$ cat src/sv/gcd_pkg.sv
// Shared constants and helper functions for the great-circle distance block.
// Used by gcd_cordic, gcd_isqrt and great_circle_distance_top; no dependencies.
`default_nettype none

package gcd_pkg;

  localparam int unsigned CORDIC_W = 34;
  localparam int unsigned Z_OUT_W = 31;
  localparam int unsigned ROOT_W = 31;
  localparam int unsigned H_W = 61;
  localparam int unsigned ACC_W = 62;
  localparam int unsigned SQRT_STAGES = 31;
  localparam int unsigned LANES = 4;

  localparam logic signed [26:0] FULL_TURN = 27'sd23592960;
  localparam logic signed [26:0] TWO_TURNS = 27'sd47185920;
  localparam logic [29:0] RECIP45 = 30'd763549742;
  localparam logic [5:0] DIV45 = 6'd45;
  localparam logic [18:0] HALF_STEP = 19'd22;
  localparam logic signed [CORDIC_W-1:0] GAIN_Q30 = 34'sd652032874;
  localparam logic [31:0] PI_Q30 = 32'd3373259426;
  localparam logic [H_W-1:0] Q60_ONE = 61'h1000_0000_0000_0000;
  localparam logic [Z_OUT_W-1:0] QUARTER_TURN = 31'h4000_0000;
  localparam logic [15:0] RADIUS_RESET = 16'd6371;

  function automatic logic [29:0] atan_turn(input logic [4:0] idx);
    logic [29:0] v;
    case (idx)
      5'd0: v = 30'd536870912;
      5'd1: v = 30'd316933406;
      5'd2: v = 30'd167458907;
      5'd3: v = 30'd85004756;
      5'd4: v = 30'd42667331;
      5'd5: v = 30'd21354465;
      5'd6: v = 30'd10679838;
      5'd7: v = 30'd5340245;
      5'd8: v = 30'd2670163;
      5'd9: v = 30'd1335087;
      5'd10: v = 30'd667544;
      5'd11: v = 30'd333772;
      5'd12: v = 30'd166886;
      5'd13: v = 30'd83443;
      5'd14: v = 30'd41722;
      5'd15: v = 30'd20861;
      5'd16: v = 30'd10430;
      5'd17: v = 30'd5215;
      5'd18: v = 30'd2608;
      5'd19: v = 30'd1304;
      5'd20: v = 30'd652;
      5'd21: v = 30'd326;
      5'd22: v = 30'd163;
      5'd23: v = 30'd81;
      5'd24: v = 30'd41;
      5'd25: v = 30'd20;
      5'd26: v = 30'd10;
      5'd27: v = 30'd5;
      5'd28: v = 30'd3;
      5'd29: v = 30'd1;
      5'd30: v = 30'd1;
      default: v = 30'd0;
    endcase
    return v;
  endfunction

  // reduce a coordinate difference to [0, one turn)
  function automatic logic [24:0] wrap_turn(input logic signed [26:0] d);
    logic signed [26:0] w;
    if (d < 0) begin
      if (d < -FULL_TURN) begin
        w = d + TWO_TURNS;
      end else begin
        w = d + FULL_TURN;
      end
    end else if (d >= FULL_TURN) begin
      w = d - FULL_TURN;
    end else begin
      w = d;
    end
    return w[24:0];
  endfunction

endpackage

`default_nettype wire

$ cat src/sv/gcd_isqrt.sv
// Pipelined floor square root, one result bit per register stage.
// Depends on gcd_pkg for widths and stage count.
`default_nettype none

module gcd_isqrt (
  input  wire logic                          clk_i,
  input  wire logic                          en_i,
  input  wire logic [gcd_pkg::H_W-1:0]       val_i,
  output logic [gcd_pkg::ROOT_W-1:0]         root_o
);

  localparam int unsigned N = gcd_pkg::SQRT_STAGES;
  localparam int unsigned AW = gcd_pkg::ACC_W;

  logic [AW-1:0] rem_s [N+1];
  logic [AW-1:0] res_s [N+1];

  assign rem_s[0] = AW'(val_i);
  assign res_s[0] = '0;

  for (genvar k = 0; k < N; k++) begin : g_step
    localparam logic [AW-1:0] BIT_K = AW'(1) << (2 * (N - 1 - k));
    logic [AW-1:0] cand;
    logic [AW-1:0] rem_q, res_q;

    assign cand = res_s[k] + BIT_K;

    always_ff @(posedge clk_i) begin
      if (en_i) begin
        if (rem_s[k] >= cand) begin
          rem_q <= rem_s[k] - cand;
          res_q <= (res_s[k] >> 1) + BIT_K;
        end else begin
          rem_q <= rem_s[k];
          res_q <= res_s[k] >> 1;
        end
      end
    end

    assign rem_s[k+1] = rem_q;
    assign res_s[k+1] = res_q;
  end

  assign root_o = res_s[N][gcd_pkg::ROOT_W-1:0];

endmodule

`default_nettype wire

$ cat config.mk
export PLATFORM = sky130hd
export DESIGN_NAME = gcd_isqrt
export DESIGN_NICKNAME = d
export VERILOG_FILES = /design/src/sv/gcd_pkg.sv /design/src/sv/gcd_isqrt.sv
export SDC_FILE = /design/constraint.sdc
export NUM_CORES = 2
export LEC_CHECK = 0
export BUFFER_PORTS_ARGS = -buffer_cell sky130_fd_sc_hd__buf_4
export CORE_MARGIN = 4
export CORE_UTILIZATION = 40
export CTS_BUF_LIST = sky130_fd_sc_hd__clkbuf_16
export DETAILED_ROUTE_END_ITERATION = 16
export GPL_ROUTABILITY_DRIVEN = 0
export HOLD_SLACK_MARGIN = 0.06
export PLACE_DENSITY = 0.67
export REMOVE_ABC_BUFFERS = 1
export SYNTH_ARGS = -nofsm -noshare
export SYNTH_HDL_FRONTEND = slang
export SYNTH_SLANG_ARGS = --single-unit
export TNS_END_PERCENT = 5
$ cat constraint.sdc
create_clock -name clk_i -period 4 [get_ports clk_i]
set_input_delay 0.2 -clock clk_i [delete_from_list [all_inputs] [get_ports clk_i]]
set_output_delay 0.2 -clock clk_i [all_outputs]
set_load 0.03 [all_outputs]
==> impl_results.md <==
* Final Util at 45.6%
* Post-synth top cells: edfxtp_1, nor2_1, inv_1
* Fin area at 129000 sq um
* Routed WL at 281 mm
* Kind of critical path: register to register
* Seq. cell area at 70700 sq um
* Worst Path Required at 4.60 ns
* Maxcap violations at 0
* Crit path time final at 3.90 ns
* CTS tree: yes
* Synth warn at 0
* Largest net degree at the start of global routing at about 170
* Layout net count at about 10000
* Fin. Hold Viols at 0
* # port buffers at 93
* Worst Tran Pin Value at 1.25 ns
* Non-Filler Instances at 13409
* Global-route wire length before repair at 430 mm
* Crit path max-delay family: simple AND/OR/NAND/NOR gates
* CTS Sinks at 2356
* DR pass1 iterations at 8
* Pleak at 0.0483 uW
* Total setup buffers inserted after CTS at 0
* Row count at 195
* Detail Route Antenna Nets at 0
* Worst slew margin at 16.0%
* Worst-skew pair later-pin latency at 0.91 ns
* Distinct cells, synth at 112
* Routing usage on met1 at between 20% and 30%
* Total gr overflow at 0
* Clk root buf: clkbuf_16
* Slowest stage delay, CP at about 0.6 ns
* Reg2reg path depth at 13
* Clock Skews at 0.101 ns
* Avg Cell Area, Syn at between 10 and 15 sq um
* Core area at 282000 sq um
* Crit-path cells: inv_1, ha_1, or4b_2, nor4_1, buf_4, nand4_1, and4_1, o31ai_1, o21ba_2, buf_4, a2111oi_4, nand4_1, xnor2_1
* DP HPWL at 211 mm
* H-tree levels at 4
* Status: finished clean
* Pins Over Slew Limit at 0
* Post-synth EDFFs at 2356
* Initial antenna violation count at 4
* Area share of the largest cell type after synthesis at 62.3%
* Peak VDD IR at 0.441 mV
* Synthesized flop and latch total at between 2000 and 2500
* Vias in the first global route at 74073
* Synthesized instance count at 8998
* Register area share after synthesis at 62.3%
* Slowest CP cell: or4b_2
* Layout cell share with drive strength beyond 1 at 9.12%
* M3 GR Usage at 2.33%
* Full die area at 292000 sq um
* Num CTS Buffers at 231
* Critical Path AT at 4.50 ns
* Power per cell area at 561 nW/um^2
* Setup crit start kind: register
* Initial core utilization at approximately 40%
* Clk buf depth at 4
* Multi-input logic area at between 30000 and 40000 sq um
* Worst Hold Depth at 2
* GRT Max-Usage Layer: met2
* Crit. End Element: register
* DR WL/cell at 20.9 um
* Final period util at 97.4%
* Worst path buffer plus inverter count at 3
* Async SR Flop Fraction at 0%
* Die W at ~540 um
* Initial drt markers at between 6000 and 7000
* Top post-synthesis cells by area: edfxtp_1, ha_1, xnor2_1, xor2_1, a21oi_1
* Fmax at 257 MHz
* Fillers at 24533
* Setup_tns at 0 ns
* GR Util met2 at 35.2%
* Total track usage at 18.7%
* Vias at 74477
* Die Ht at 541 um
* DRC viols at 0
* Synth-to-Final Area Change at 13.5%
* Min-delay worst type: input port to register
* Crit path max fanout at 5
* Finish-stage setup viols at 0
* CTS clk-pin slew, worst paths at around 0.060 ns
* Critical Path Stages at 13
* RSZ-0062 raised after global routing: true
* Count leader, synth: edfxtp_1
* Via density at roughly 5.6
* DP Area at around 120000 sq um
* Inst Count DP at 12861
* I/O pin total at 94
* Cell Area, Synth at 114000 sq um
* Cell taking the most area after synthesis: edfxtp_1
* Top_reg_cell synth: edfxtp_1
==> layer usage <==
metal / share of wire (%) / vias to the layer above / routed length [um]
li1: - / 34657 / -
met1: 37 / 36211 / 103000
met2: 53 / 2808 / 149000
met3: 4.8 / 799 / 13400
met4: 5.7 / 2 / 16100
met5: 0.0025 / - / 7
==> cell families (layout without fill, tap and decap cells) <==
kind of cell               count (synthesis)  after routing  share of synthesized area [%]
and+or+nand+nor                         2652           2652                           12.2
DFF                                     2356           2356                           62.3
AOI/OAI and AO/OA                       1667           1667                           9.20
buffers and inverters                    843           1506                           2.88
xor gates and xnor gates                 837            837                           6.46
adders and majority gates                523            523                           5.76
muxes                                    119            119                           1.17
other                                      1              6                        0.00330
==> worst register-to-register path: cells and delay by family (launching register included) <==
kind | cells | cell delay, ns
buffers and inverters | 3 | 0.38
flip-flops | 1 | 0.36
adder cells (fa/ha/maj) | 1 | 0.34
XOR/XNOR | 1 | 0.16
AO/OA/AOI/OAI | 3 | 0.80
AND/OR/NAND/NOR | 5 | 1.61
==> placed cells by master (no fill, tap or decap), drive strengths merged, types with 218 or more instances in the layout <==
cell type  Yosys  final
xor2         380    380
nor4         315    315
nor2         663    663
nand2        524    524
inv          650    690
o21ai        353    353
a21oi        595    595
clkbuf       143    233
edfxtp      2356   2356
xnor2        457    457
nor3         218    218
ha           523    523
buf           50    312
==> registers in the layout, summed over array words and instances, names as in the netlist <==
name and count:
g_step.rem_q 1860, g_step.res_q 496
==> final cells by class <==
cell class                 count  share of cell area, %
antenna                        4                0.00777
clock buffer                 233                   4.53
clock inverter               188                   1.29
inverter                     650                   1.89
multi-input combinational   5800                   30.8
sequential                  2356                   54.9
tap                         3743                   3.63
timing repair buffer         435                   2.98
==> timing repair <==
item / in CTS / in global routing
endpoints found under the hold margin: 336 / 0
cloned: 0 / 0
pin swaps: 0 / 2
hold buffers: 123 / 0
resized for setup: 6 / 7
setup endpoints to repair: 69 / 34
==> final timing paths <==
path,to,slack [ns],startpoint
setup / recovery,g_step[28].rem_q[48]$_DFFE_PP_,0.10,g_step[27].res_q[6]$_DFFE_PP_
hold / removal,g_step[9].rem_q[53]$_DFFE_PP_,0.35,en_i
setup reg to reg,g_step[28].rem_q[48]$_DFFE_PP_,0.10,g_step[27].res_q[6]$_DFFE_PP_
hold reg to reg,g_step[30].res_q[13]$_DFFE_PP_,0.42,g_step[29].res_q[14]$_DFFE_PP_
==> through the flow <==
step	hold slack (ns)	setup WS (ns)	total power [uW]
after floorplan	0.299	-2.03	44700
after global placement	0.379	-0.274	50200
after detailed placement	0.379	-0.441	50700
after CTS	0.306	0.0394	72400
after global routing	0.339	-0.0770	75700
final	0.355	0.103	72300
==> report_power, final <==
group          internal (uW)  switching (uW)
Combinational           6840            9850
Sequential             31400            2620
Clock                  12300            9370
Note: power is estimated with default switching activity, not from simulation.
